[config.mk]
export PLATFORM = sky130hd
export DESIGN_NAME = line_sensor_frame_parser_flat
export DESIGN_NICKNAME = d
export VERILOG_FILES = /design/src/hdl/lsfp_pkg.sv /design/src/hdl/lsfp_req_if.sv /design/src/hdl/lsfp_rsp_if.sv /design/src/hdl/lsfp_csr.sv /design/src/hdl/lsfp_parser.sv /design/src/hdl/lsfp_ager.sv /design/src/hdl/line_sensor_frame_parser.sv /design/src/flat_wrapper.sv
export SDC_FILE = /design/constraint.sdc
export NUM_CORES = 1
export LEC_CHECK = 0
export BUFFER_PORTS_ARGS = -buffer_cell sky130_fd_sc_hd__buf_2
export CORE_MARGIN = 2
export CORE_UTILIZATION = 40
export CTS_CLUSTER_SIZE = 8
export DETAILED_ROUTE_END_ITERATION = 6
export SYNTH_ARGS = -nofsm -noshare
export SYNTH_HDL_FRONTEND = slang
export SYNTH_SLANG_ARGS = --single-unit
[constraint.sdc]
create_clock -name clock -period 4.2 [get_ports clock]
set_input_delay 0.21 -clock clock [delete_from_list [all_inputs] [get_ports clock]]
set_output_delay 0.21 -clock clock [all_outputs]
set_load 0.005 [all_outputs]
[src/hdl/lsfp_pkg.sv]
// ----------------------------------------------------------------------------
// lsfp_pkg
// Shared types and constants of the line sensor frame parser.
// ----------------------------------------------------------------------------
`default_nettype none

package lsfp_pkg;

   localparam int CHANNELS    = 8;
   localparam int FRAME_LIMIT = 96;
   localparam int COUNT_W     = 7;
   localparam int DIGIT_W     = 4;
   localparam int AGE_W       = 16;

   localparam logic [COUNT_W-1:0] COUNT_LAST = COUNT_W'(FRAME_LIMIT - 1);
   localparam logic [DIGIT_W-1:0] DIGIT_ALL  = DIGIT_W'(CHANNELS);
   localparam logic [AGE_W-1:0]   AGE_MAX    = {AGE_W{1'b1}};

   localparam logic [AGE_W-1:0] PERIOD_RESET  = 16'd500;
   localparam logic [AGE_W-1:0] TIMEOUT_RESET = 16'd300;

   localparam logic [7:0] CH_START = 8'h24;  // '$'
   localparam logic [7:0] CH_ID    = 8'h44;  // 'D'
   localparam logic [7:0] CH_SEP   = 8'h3A;  // ':'
   localparam logic [7:0] CH_END   = 8'h23;  // '#'
   localparam logic [7:0] CH_ABORT = 8'h21;  // '!'
   localparam logic [7:0] CH_ZERO  = 8'h30;  // '0'
   localparam logic [7:0] CH_ONE   = 8'h31;  // '1'
   localparam logic [7:0] CH_NUL   = 8'h00;

   localparam logic [2:0] ADDR_PERIOD  = 3'h0;
   localparam logic [2:0] ADDR_TIMEOUT = 3'h4;

   typedef enum logic {
      OP_BYTE = 1'b0,
      OP_TICK = 1'b1
   } opcode_type;

   typedef enum logic [2:0] {
      PH_EXPECT_ID = 3'd0,
      PH_SEEK      = 3'd1,
      PH_DIGIT     = 3'd2,
      PH_DONE      = 3'd3,
      PH_FAIL      = 3'd4
   } phase_type;

   typedef struct packed {
      logic [AGE_W-1:0] period;
      logic [AGE_W-1:0] timeout;
   } cfg_type;

   typedef struct packed {
      logic commit;
      logic have_next;
   } commit_type;

endpackage

`default_nettype wire

[src/hdl/lsfp_req_if.sv]
// ----------------------------------------------------------------------------
// lsfp_req_if
// Input channel: serial bytes and millisecond ticks.
// ----------------------------------------------------------------------------
`default_nettype none

interface lsfp_req_if;
   logic       valid;
   logic       ready;
   logic       opcode;
   logic [7:0] rx_data;

   modport source (output valid, output opcode, output rx_data, input ready);
   modport sink   (input valid, input opcode, input rx_data, output ready);
endinterface

`default_nettype wire

[src/hdl/lsfp_rsp_if.sv]
// ----------------------------------------------------------------------------
// lsfp_rsp_if
// Result channel: committed mask and status flags.
// ----------------------------------------------------------------------------
`default_nettype none

interface lsfp_rsp_if;
   logic       valid;
   logic       ready;
   logic [7:0] line_mask;
   logic       mask_valid;
   logic       sensor_online;
   logic       send_request;
   logic       frame_accepted;

   modport source (output valid, output line_mask, output mask_valid,
                   output sensor_online, output send_request,
                   output frame_accepted, input ready);
   modport sink   (input valid, input line_mask, input mask_valid,
                   input sensor_online, input send_request,
                   input frame_accepted, output ready);
endinterface

`default_nettype wire

[src/hdl/lsfp_csr.sv]
// ----------------------------------------------------------------------------
// lsfp_csr
// APB register file: request period and online timeout.
// ----------------------------------------------------------------------------
`default_nettype none

module lsfp_csr
   import lsfp_pkg::*;
(
   input  wire logic        clock,
   input  wire logic        reset,
   input  wire logic        psel,
   input  wire logic        penable,
   input  wire logic        pwrite,
   input  wire logic [2:0]  paddr,
   input  wire logic [31:0] pwdata,
   output logic      [31:0] prdata,
   output logic             pready,
   output cfg_type          cfg
);

   logic [AGE_W-1:0] period_ff, period_in;
   logic [AGE_W-1:0] timeout_ff, timeout_in;
   logic             wr_en;

   assign pready = 1'b1;
   assign wr_en  = psel && penable && pwrite;

   // word decode on address bit 2
   always_comb begin
      period_in  = period_ff;
      timeout_in = timeout_ff;
      if (wr_en) begin
         if (paddr[2] == ADDR_TIMEOUT[2]) begin
            timeout_in = pwdata[AGE_W-1:0];
         end else begin
            period_in = pwdata[AGE_W-1:0];
         end
      end
   end

   always_ff @(posedge clock) begin
      if (reset) begin
         period_ff  <= PERIOD_RESET;
         timeout_ff <= TIMEOUT_RESET;
      end else begin
         period_ff  <= period_in;
         timeout_ff <= timeout_in;
      end
   end

   assign prdata = (paddr[2] == ADDR_TIMEOUT[2]) ? {16'd0, timeout_ff}
                                                 : {16'd0, period_ff};

   assign cfg.period  = period_ff;
   assign cfg.timeout = timeout_ff;

endmodule

`default_nettype wire

[src/hdl/lsfp_parser.sv]
// ----------------------------------------------------------------------------
// lsfp_parser
// Byte-at-a-time frame parser and committed mask store.
// ----------------------------------------------------------------------------
`default_nettype none

module lsfp_parser
   import lsfp_pkg::*;
(
   input  wire logic       clock,
   input  wire logic       reset,
   input  wire logic       fire,
   input  wire logic       opcode,
   input  wire logic [7:0] rx_data,
   output logic      [7:0] mask_next,
   output commit_type      link
);

   logic               in_frame_ff, in_frame_in;
   logic [COUNT_W-1:0] count_ff, count_in;
   phase_type          phase_ff, phase_in;
   logic [DIGIT_W-1:0] digits_ff, digits_in;
   logic [7:0]         pending_ff, pending_in;
   logic [7:0]         committed_ff, committed_in;
   logic               have_ff, have_in;
   logic               commit;

   always_comb begin
      in_frame_in  = in_frame_ff;
      count_in     = count_ff;
      phase_in     = phase_ff;
      digits_in    = digits_ff;
      pending_in   = pending_ff;
      committed_in = committed_ff;
      have_in      = have_ff;
      commit       = 1'b0;

      if (opcode == OP_BYTE) begin
         if (rx_data == CH_START) begin
            in_frame_in = 1'b1;
            count_in    = COUNT_W'(1);
            phase_in    = PH_EXPECT_ID;
            digits_in   = '0;
            pending_in  = '0;
         end else if (in_frame_ff) begin
            if (count_ff >= COUNT_LAST) begin
               // overlong frame: this byte is dropped too
               in_frame_in = 1'b0;
               count_in    = '0;
            end else if (rx_data == CH_ABORT) begin
               in_frame_in = 1'b0;
               count_in    = '0;
            end else if (rx_data == CH_END) begin
               in_frame_in = 1'b0;
               count_in    = '0;
               if (phase_ff == PH_DONE) begin
                  committed_in = pending_ff;
                  have_in      = 1'b1;
                  commit       = 1'b1;
               end
            end else begin
               count_in = count_ff + COUNT_W'(1);
               unique case (phase_ff)
                  PH_EXPECT_ID: begin
                     phase_in = (rx_data == CH_ID) ? PH_SEEK : PH_FAIL;
                  end
                  PH_SEEK: begin
                     if (rx_data == CH_SEP) begin
                        phase_in = PH_DIGIT;
                     end else if (rx_data == CH_NUL) begin
                        phase_in = PH_FAIL;
                     end
                  end
                  PH_DIGIT: begin
                     if (rx_data == CH_ZERO || rx_data == CH_ONE) begin
                        if (rx_data == CH_ZERO && digits_ff < DIGIT_W'(8)) begin
                           pending_in[digits_ff[2:0]] = 1'b1;
                        end
                        digits_in = digits_ff + DIGIT_W'(1);
                        phase_in  = (digits_in >= DIGIT_ALL) ? PH_DONE : PH_SEEK;
                     end else begin
                        phase_in = PH_FAIL;
                     end
                  end
                  default: begin
                  end
               endcase
            end
         end
      end
   end

   always_ff @(posedge clock) begin
      if (reset) begin
         in_frame_ff  <= 1'b0;
         count_ff     <= '0;
         phase_ff     <= PH_EXPECT_ID;
         digits_ff    <= '0;
         pending_ff   <= '0;
         committed_ff <= '0;
         have_ff      <= 1'b0;
      end else if (fire) begin
         in_frame_ff  <= in_frame_in;
         count_ff     <= count_in;
         phase_ff     <= phase_in;
         digits_ff    <= digits_in;
         pending_ff   <= pending_in;
         committed_ff <= committed_in;
         have_ff      <= have_in;
      end
   end

   assign mask_next      = committed_in;
   assign link.commit    = commit;
   assign link.have_next = have_in;

endmodule

`default_nettype wire

[src/hdl/lsfp_ager.sv]
// ----------------------------------------------------------------------------
// lsfp_ager
// Millisecond age counters, online status and stream request pulse.
// ----------------------------------------------------------------------------
`default_nettype none

module lsfp_ager
   import lsfp_pkg::*;
(
   input  wire logic   clock,
   input  wire logic   reset,
   input  wire logic   fire,
   input  wire logic   opcode,
   input  commit_type  link,
   input  cfg_type     cfg,
   output logic        online,
   output logic        send_request
);

   logic [AGE_W-1:0] update_age_ff, update_age_in;
   logic [AGE_W-1:0] request_age_ff, request_age_in;
   logic [AGE_W-1:0] update_inc, request_inc;

   assign update_inc  = (update_age_ff == AGE_MAX) ? update_age_ff
                                                   : update_age_ff + AGE_W'(1);
   assign request_inc = (request_age_ff == AGE_MAX) ? request_age_ff
                                                    : request_age_ff + AGE_W'(1);

   always_comb begin
      update_age_in  = update_age_ff;
      request_age_in = request_age_ff;
      send_request   = 1'b0;
      if (opcode == OP_TICK) begin
         update_age_in  = update_inc;
         request_age_in = request_inc;
         if (request_inc >= cfg.period &&
             (!link.have_next || update_inc > cfg.timeout)) begin
            send_request   = 1'b1;
            request_age_in = '0;
         end
      end else if (link.commit) begin
         update_age_in = '0;
      end
   end

   assign online = link.have_next && (update_age_in <= cfg.timeout);

   always_ff @(posedge clock) begin
      if (reset) begin
         update_age_ff  <= '0;
         request_age_ff <= '0;
      end else if (fire) begin
         update_age_ff  <= update_age_in;
         request_age_ff <= request_age_in;
      end
   end

endmodule

`default_nettype wire

[src/hdl/line_sensor_frame_parser.sv]
// ----------------------------------------------------------------------------
// line_sensor_frame_parser
// Parses '$D:...#' sensor frames byte by byte and ages them on ms ticks.
// ----------------------------------------------------------------------------
// datapath: an accepted item passes the input register, then the result
//   register; a stalled result channel holds both
// throughput: one item per cycle while results are taken, set by the input
//   register feeding the combinational parse and age update
// reset: synchronous; clears parser state, ages, committed mask and valid flag,
//   and loads the request period (500) and online timeout (300)
`default_nettype none

module line_sensor_frame_parser
   import lsfp_pkg::*;
(
   input  wire logic        clock,
   input  wire logic        reset,
   lsfp_req_if.sink         req_ch,
   lsfp_rsp_if.source       rsp_ch,
   input  wire logic        csr_psel,
   input  wire logic        csr_penable,
   input  wire logic        csr_pwrite,
   input  wire logic [2:0]  csr_paddr,
   input  wire logic [31:0] csr_pwdata,
   output logic      [31:0] csr_prdata,
   output logic             csr_pready
);

   cfg_type    cfg;
   commit_type link;

   logic       in_valid_ff;
   logic       in_opcode_ff;
   logic [7:0] in_data_ff;

   logic       out_valid_ff;
   logic [7:0] mask_ff;
   logic       have_ff;
   logic       online_ff;
   logic       request_ff;
   logic       accepted_ff;

   logic       advance;
   logic       fire;
   logic [7:0] mask_next;
   logic       online;
   logic       send_request;

   assign advance      = !out_valid_ff || rsp_ch.ready;
   assign fire         = in_valid_ff && advance;
   assign req_ch.ready = !in_valid_ff || advance;

   lsfp_csr u_csr (
      .clock   (clock),
      .reset   (reset),
      .psel    (csr_psel),
      .penable (csr_penable),
      .pwrite  (csr_pwrite),
      .paddr   (csr_paddr),
      .pwdata  (csr_pwdata),
      .prdata  (csr_prdata),
      .pready  (csr_pready),
      .cfg     (cfg)
   );

   lsfp_parser u_parser (
      .clock     (clock),
      .reset     (reset),
      .fire      (fire),
      .opcode    (in_opcode_ff),
      .rx_data   (in_data_ff),
      .mask_next (mask_next),
      .link      (link)
   );

   lsfp_ager u_ager (
      .clock        (clock),
      .reset        (reset),
      .fire         (fire),
      .opcode       (in_opcode_ff),
      .link         (link),
      .cfg          (cfg),
      .online       (online),
      .send_request (send_request)
   );

   // input register
   always_ff @(posedge clock) begin
      if (reset) begin
         in_valid_ff <= 1'b0;
      end else if (req_ch.ready) begin
         in_valid_ff <= req_ch.valid;
      end
   end

   always_ff @(posedge clock) begin
      if (req_ch.ready && req_ch.valid) begin
         in_opcode_ff <= req_ch.opcode;
         in_data_ff   <= req_ch.rx_data;
      end
   end

   // result register
   always_ff @(posedge clock) begin
      if (reset) begin
         out_valid_ff <= 1'b0;
      end else if (advance) begin
         out_valid_ff <= in_valid_ff;
      end
   end

   always_ff @(posedge clock) begin
      if (fire) begin
         mask_ff     <= mask_next;
         have_ff     <= link.have_next;
         online_ff   <= online;
         request_ff  <= send_request;
         accepted_ff <= link.commit;
      end
   end

   assign rsp_ch.valid          = out_valid_ff;
   assign rsp_ch.line_mask      = mask_ff;
   assign rsp_ch.mask_valid     = have_ff;
   assign rsp_ch.sensor_online  = online_ff;
   assign rsp_ch.send_request   = request_ff;
   assign rsp_ch.frame_accepted = accepted_ff;

endmodule

`default_nettype wire

[src/flat_wrapper.sv]
// flat-port wrapper written by rule: the top's interface ports become plain ports
module line_sensor_frame_parser_flat import lsfp_pkg::*;
  (clock, reset, csr_psel, csr_penable, csr_pwrite, csr_paddr, csr_pwdata, csr_prdata, csr_pready, req_ch_valid, req_ch_opcode, req_ch_rx_data, req_ch_ready, rsp_ch_valid, rsp_ch_line_mask, rsp_ch_mask_valid, rsp_ch_sensor_online, rsp_ch_send_request, rsp_ch_frame_accepted, rsp_ch_ready);
  lsfp_req_if req_ch_i ();
  lsfp_rsp_if rsp_ch_i ();
  input  wire logic clock;
  input  wire logic reset;
  input  wire logic csr_psel;
  input  wire logic csr_penable;
  input  wire logic csr_pwrite;
  input  wire logic [2:0] csr_paddr;
  input  wire logic [31:0] csr_pwdata;
  output logic      [31:0] csr_prdata;
  output logic csr_pready;
  input wire logic [$bits(req_ch_i.valid)-1:0] req_ch_valid;
  input wire logic [$bits(req_ch_i.opcode)-1:0] req_ch_opcode;
  input wire logic [$bits(req_ch_i.rx_data)-1:0] req_ch_rx_data;
  output wire logic [$bits(req_ch_i.ready)-1:0] req_ch_ready;
  output wire logic [$bits(rsp_ch_i.valid)-1:0] rsp_ch_valid;
  output wire logic [$bits(rsp_ch_i.line_mask)-1:0] rsp_ch_line_mask;
  output wire logic [$bits(rsp_ch_i.mask_valid)-1:0] rsp_ch_mask_valid;
  output wire logic [$bits(rsp_ch_i.sensor_online)-1:0] rsp_ch_sensor_online;
  output wire logic [$bits(rsp_ch_i.send_request)-1:0] rsp_ch_send_request;
  output wire logic [$bits(rsp_ch_i.frame_accepted)-1:0] rsp_ch_frame_accepted;
  input wire logic [$bits(rsp_ch_i.ready)-1:0] rsp_ch_ready;
  assign req_ch_i.valid = req_ch_valid;
  assign req_ch_i.opcode = req_ch_opcode;
  assign req_ch_i.rx_data = req_ch_rx_data;
  assign req_ch_ready = req_ch_i.ready;
  assign rsp_ch_valid = rsp_ch_i.valid;
  assign rsp_ch_line_mask = rsp_ch_i.line_mask;
  assign rsp_ch_mask_valid = rsp_ch_i.mask_valid;
  assign rsp_ch_sensor_online = rsp_ch_i.sensor_online;
  assign rsp_ch_send_request = rsp_ch_i.send_request;
  assign rsp_ch_frame_accepted = rsp_ch_i.frame_accepted;
  assign rsp_ch_i.ready = rsp_ch_ready;
  line_sensor_frame_parser u_core (.clock(clock), .reset(reset), .req_ch(req_ch_i), .rsp_ch(rsp_ch_i), .csr_psel(csr_psel), .csr_penable(csr_penable), .csr_pwrite(csr_pwrite), .csr_paddr(csr_paddr), .csr_pwdata(csr_pwdata), .csr_prdata(csr_prdata), .csr_pready(csr_pready));
endmodule
== Word level (Yosys, flattened, before mapping) ==
Cells that the tools add are included.
W data, S select, Z words.
Operators by class
  add/subtract/negate cells: 4
  $lt $le $gt $ge: 8
  equality and inequality tests: 16
  multiplexer cells: 66
  bitwise gates (word level): 3
  reductions and logical operators: 30
Operator list (count)
  $mux W8: 15
  $mux W16: 6
  $eq A8 B6 Y1 const B: 6
  $mux W7: 5
  $add A16 B1 Y16 const B: 2
  $eq A16 B16 Y1 const B: 2
  $mux W4: 7
  $mux W3: 9
  $mux W1: 21
  $ge A16 B16 Y1: 1
  $gt A16 B16 Y1: 1
  $le A16 B16 Y1: 1
  $reduce_and A8 Y1: 2
  $pmux W3 S3: 1
  $reduce_and A9 Y1: 1
  $eq A8 B7 Y1 const B: 1
  $logic_and A1 B1 Y1: 8
  $logic_not A8 Y1: 1
  $or A8 B8 Y8: 1
  $reduce_and A2 Y1: 4
  $reduce_bool A2 Y1: 4
  $add A7 B1 Y7 const B: 1
  $ge A7 B7 Y1 const B: 1
  $eq A3 B2 Y1 const B: 2
  other kinds (16): 24
Word-level totals
  bits in registers: 119
  input bits: 51
  output and inout port bits: 47
  logic and storage cells: 147

== Depth between registers and ports, before layout ==
  depth after elaboration: 13
  depth in mapped cells: 17
  mapped depth without buffers: 16

== By module ==
From an unflattened synthesis, not the netlist that was laid out.
Second synthesis, totals
  cell total of the unflattened synthesis: 887
  area total of the unflattened synthesis: 7918.8 sq um
By module, submodules not included
  lsfp_ager: times used 1, cells each 495, area an instance 3721.1 sq um, sequential area each 640.6 sq um
  lsfp_parser: times used 1, cells each 197, area an instance 1765.4 sq um, sequential area each 640.6 sq um
  lsfp_csr: times used 1, cells each 164, area an instance 1697.9 sq um, sequential area each 640.6 sq um
  line_sensor_frame_parser: times used 1, cells each 31, area an instance 734.5 sq um, sequential area each 670.6 sq um

== Worst setup path after synthesis ==
Ideal clock, no wire load.
  path type: reg2reg
  start point: register u_core.u_ager.update_age_ff[4]
  end point: register u_core.u_ager.request_age_ff[13]
  library setup time: 117 ps
  data arrival time: 3481 ps
  required time: 4083 ps
  setup slack: 602 ps
  stages on the path, launching flop included: 16
  path buffers: 3
  clock period less this slack: 3598 ps
  cell sequence: dfxtp_1 buf_2 nand4_1 or3_1 buf_2 nor3_1 nor2b_1 a21oi_1 ha_1 nand4_2 or3_1 or3_1 o211ai_2 nand3_2 buf_6 a32o_1
On the way
  word-level cells in the longest chain between the ends: 6
  elaborated cells on any way between the ends: 7
  those cells by class: add/sub: 1; order compare: 1; eq/ne: 1; mux: 2; reduce/logical: 2
Ends and longest elaborated chain
  start, declared: RTL line lsfp_ager.sv:20  | logic [AGE_W-1:0] update_age_ff, update_age_in;
  start signal, assigned: RTL line lsfp_ager.sv:53  | update_age_ff <= update_age_in;
  $add A16 B1 Y16 or $eq A16 B16 Y1 (tied branches): RTL line lsfp_ager.sv:25, lsfp_ager.sv:24
  $mux W16 (*): RTL line lsfp_ager.sv:24  | assign update_inc = (update_age_ff == AGE_MAX) ? update_age_ff
  $gt A16 B16 Y1 (*): RTL line lsfp_ager.sv:37  | (!link.have_next || update_inc > cfg.timeout)) begin
  $logic_or A1 B1 Y1 (*): RTL line lsfp_ager.sv:37
  $logic_and A1 B1 Y1 (*): RTL line lsfp_ager.sv:36  | if (request_inc >= cfg.period &&
  $mux W16 (*): RTL line lsfp_ager.sv:36
  end signal, assigned: RTL line lsfp_ager.sv:54  | request_age_ff <= request_age_in;
  end, declared: RTL line lsfp_ager.sv:21  | logic [AGE_W-1:0] request_age_ff, request_age_in;
Every way passes the cells marked *; elsewhere a longest branch is shown, timed or not.
A chain may end at the register's enable or synchronous reset.

== Worst setup path after layout ==
  start point: register u_core.u_ager.update_age_ff[4]
  end point: register u_core.u_ager.request_age_ff[10]
The elaborated chain is that of the path after synthesis.

==> impl_metrics.ini <==
[timing]
final.period_utilization_pct = 92.3
fin_skew_ns = 0.0134
slew-limit-headroom_pct = 20.9
rsz0062_at_grt = no
period_minus_slack_ns = 3.88
slew_viol_final = 0
tightest_slew_ns = 1.18
hold_viol = 0
max_clock_freq_mhz = 258
fin_tns_setup_ns = 0
setup_viol = 0

[drt]
top_layer = met4
vias = 6348
dr_wl_met2_um = 7800
dr.pass1.iters = 4
avgViaCountPerCell = 5.36
wl_um = 17700
postRouteAntennaNets = 0
drc = 0
wl_per_cell_um = 14.9
wl_met1_um = 8790
drtIter0Drc = 453
wl_met3_um = 753

[global_routing]
first_global_vias = 5723
track_usage_pct = 18.7
grt_overflow = 0
antenna_found_initial = 0
grt_pass1_wl_um = 29500
grt_max_degree = 42

[logic_synthesis]
yosysTopAreaCellShare_pct = 26.9
yosys.area_share.simple_pct = 22.8
synth_area_leader_cell = dfxtp_1
synth_compound_area_share_pct = 19.4
yosysUniqueCellTypes = 71
async_reset_ff_share_pct = 0
synth_mux_area_share_pct = 3.96
synth_top_family_by_area = simple AND/OR/NAND/NOR gates
synth.avg_cell_area_um2 = 8.27
synth_xor_area_share_pct = 2.64
synth_seq_cells = 119
synth-edff-count = 21
syn_area_mm2 = 0.00731
yosys-top-cells-area = dfxtp_1 (27%), ha_1 (8.9%), edfxtp_1 (8.6%)
ys.flop_type = dfxtp_1
postSynthCellCount = 883
ys_seq_area_share_pct = 35.5
yosysWarnings = 0
synth_fa_ha_area_share_pct = 8.91

[power_and_ir_drop]
cellLeakagePower_uw = 0.00342
irDropWorstVdd_v = 0.000270
power_uw = 2790
powerDensity_mw_per_mm2 = 331

[layout]
syn_to_final_growth_pct = 15.5
fin_cells = 1185
drive_above_1_share_pct = 15.7
nets = 1046
multi_input_area_mm2 = 0.00429
final_util_pct = 47.0
n_antenna_cell = 0
fillers = 1736
final-seq-area_mm2 = 0.00259

[worst_setup_path]
slowest_stage = or3_1
cpMostUsedCell = or3_1
rr_worst_depth = 12
worstSetupStartpoint = u_core.u_ager.update_age_ff[4]
slowest_delay_ns = 0.53
critPathArrivalTime_ns = 4.19
worst_ep_required_time_ns = 4.51
crit_type = register to register
reg2reg_from = u_core.u_ager.update_age_ff[4]
crit_chain = nand4_1 -> or3_1 -> nor3_1 -> nor2b_1 -> a21oi_1 -> ha_1 -> nand4_2 -> or3_1 -> or3_1 -> o211ai_2 -> nand3_4 -> a32o_1
critPathCaptureType = register
start_kind = register
worst-path-max-fanout = 14

[clock_tree]
clock-sinks = 119
clk_path_buf_depth = 2
cts_buffers = 17
cts_tree = done
clockRootBuffer = clkbuf_16
worstSkewPairLatency_ns = 0.42
clkTransAtPathRegs_ns = 0.06
h-tree-depth = 4

[hold_path]
hold_class = input pin to register
min_from = csr_pwdata[7]
holdPathStages = 2

[run_status]
status = complete, no violations

[die]
ios = 98
dieWidth_um = 139
start_util_pct = 40.7
die_y_um = 139
die_area_mm2 = 0.0194
num_rows = 49
core_area_mm2 = 0.0180

[place]
dp.cells = 1142
post-dp-hpwl_um = 12900
io_buffers = 62
gp_congestion = 0.873

[run]
maxCapViolations = 0
## cells in the mapped netlist (3+ instances only)
master / n
nor2b_1: 7
edfxtp_1: 21
o21ai_0: 43
clkbuf_1: 32
xnor2_1: 11
buf_1: 4
a211o_1: 10
or3_1: 7
o22ai_1: 4
a22oi_1: 9
o31ai_1: 6
a2111oi_0: 3
a21o_1: 10
o211ai_1: 5
nor2_1: 91
inv_1: 44
o21bai_1: 3
and3_1: 11
a22o_1: 3
a32o_1: 15
nand2b_1: 8
nand2_1: 123
ha_1: 52
nand4_1: 18
a32oi_1: 3
nor3_1: 16
a311oi_1: 3
and2_1: 5
nor3b_1: 4
o21a_1: 9
mux2i_1: 12
mux2_2: 15
buf_4: 18
or2_2: 7
buf_2: 7
dfxtp_1: 98
nand3_1: 22
a21oi_1: 66
xor2_1: 11
a31oi_1: 8
## cells in the final DEF (no fill, tap or decap), types with 18 or more instances in the layout
master	synthesis	final
nand2_1	123	123
nor2_1	91	90
buf_2	7	62
a21oi_1	66	66
o21ai_0	43	43
dfxtp_1	98	98
nand3_1	22	22
inv_1	44	44
edfxtp_1	21	21
ha_1	52	52
nand4_1	18	18
## state kept, by name, summed over array words and instances, names as in the netlist, 3 cells and up
name	count
u_core.in_data_ff	8
u_core.rsp_ch.line_mask	8
u_core.u_ager.request_age_ff	16
u_core.u_ager.update_age_ff	16
u_core.u_csr.period_ff	16
u_core.u_csr.timeout_ff	16
u_core.u_parser.committed_ff	8
u_core.u_parser.count_ff	7
u_core.u_parser.digits_ff	4
u_core.u_parser.pending_ff	8
u_core.u_parser.phase_ff	3
## logic make-up (layout without fill, tap and decap cells)
family                   after synthesis  in the layout
AND/OR/NAND/NOR                      341            341
AO/OA/AOI/OAI                        213            213
flip-flops                           119            119
buffers and inverters                107            165
adder cells (fa/ha/maj)               52             52
multiplexers                          27             27
XOR/XNOR                              22             22
other                                  2             17
## stage by stage
stage	hold slack (ns)	worst slack, ns	instance area, um2
2_1_floorplan	0.309	0.602	7360
3_3_place_gp	0.387	0.277	7750
3_5_place_dp	0.388	0.245	7750
4_1_cts	0.00385	0.226	8430
5_1_grt	0.0114	0.0666	8440
6_report	0.0181	0.322	8440
## power breakdown
| group | leakage (uW) | internal, uW | switching, uW |
|---|---|---|---|
| combinational | 0.00217 | 67.0 | 117 |
| clock | 0.000271 | 826 | 582 |
| sequential | 0.000985 | 1180 | 16.6 |
## path summary, 6_finish.rpt
path	endpoint	slack, ns
max	u_core.u_ager.request_age_ff[10]	0.32
min	u_core.u_csr.period_ff[7]	0.02
max reg2reg	u_core.u_ager.request_age_ff[10]	0.32
min reg2reg	u_core.u_csr.period_ff[3]	0.46
## cell type report
cell class | count | area share (%)
Clock buffer | 17 | 5.04
Clock inverter | 15 | 1.69
Inverter | 44 | 1.96
Multi-Input combinational cell | 672 | 50.8
Sequential cell | 119 | 30.7
Tap cell | 229 | 3.40
Timing Repair Buffer | 89 | 6.40
## worst max-delay path: cells and delay by family, from the launching register on
kind                     cells  cell delay, ns
adder cells (fa/ha/maj)      1            0.35
AO/OA/AOI/OAI                3            0.68
flip-flops                   1            0.45
AND/OR/NAND/NOR              8            2.30
## routing by layer
metal,track usage (%),up-vias
li1,-,3242
met1,26.8,2918
met2,27.8,160
met3,4.07,28
met4,6.22,0
met5,0,-
## what timing repair did
| item | 4_1_cts | 5_1_grt |
|---|---|---|
| setup endpoints to repair | 0 | 12 |
| gates resized for setup | 0 | 1 |
| hold endpoints to repair | 11 | 0 |
| hold buffers | 11 | 0 |
| setup buffers | 0 | 0 |
Note: power is estimated with default switching activity, not from simulation.
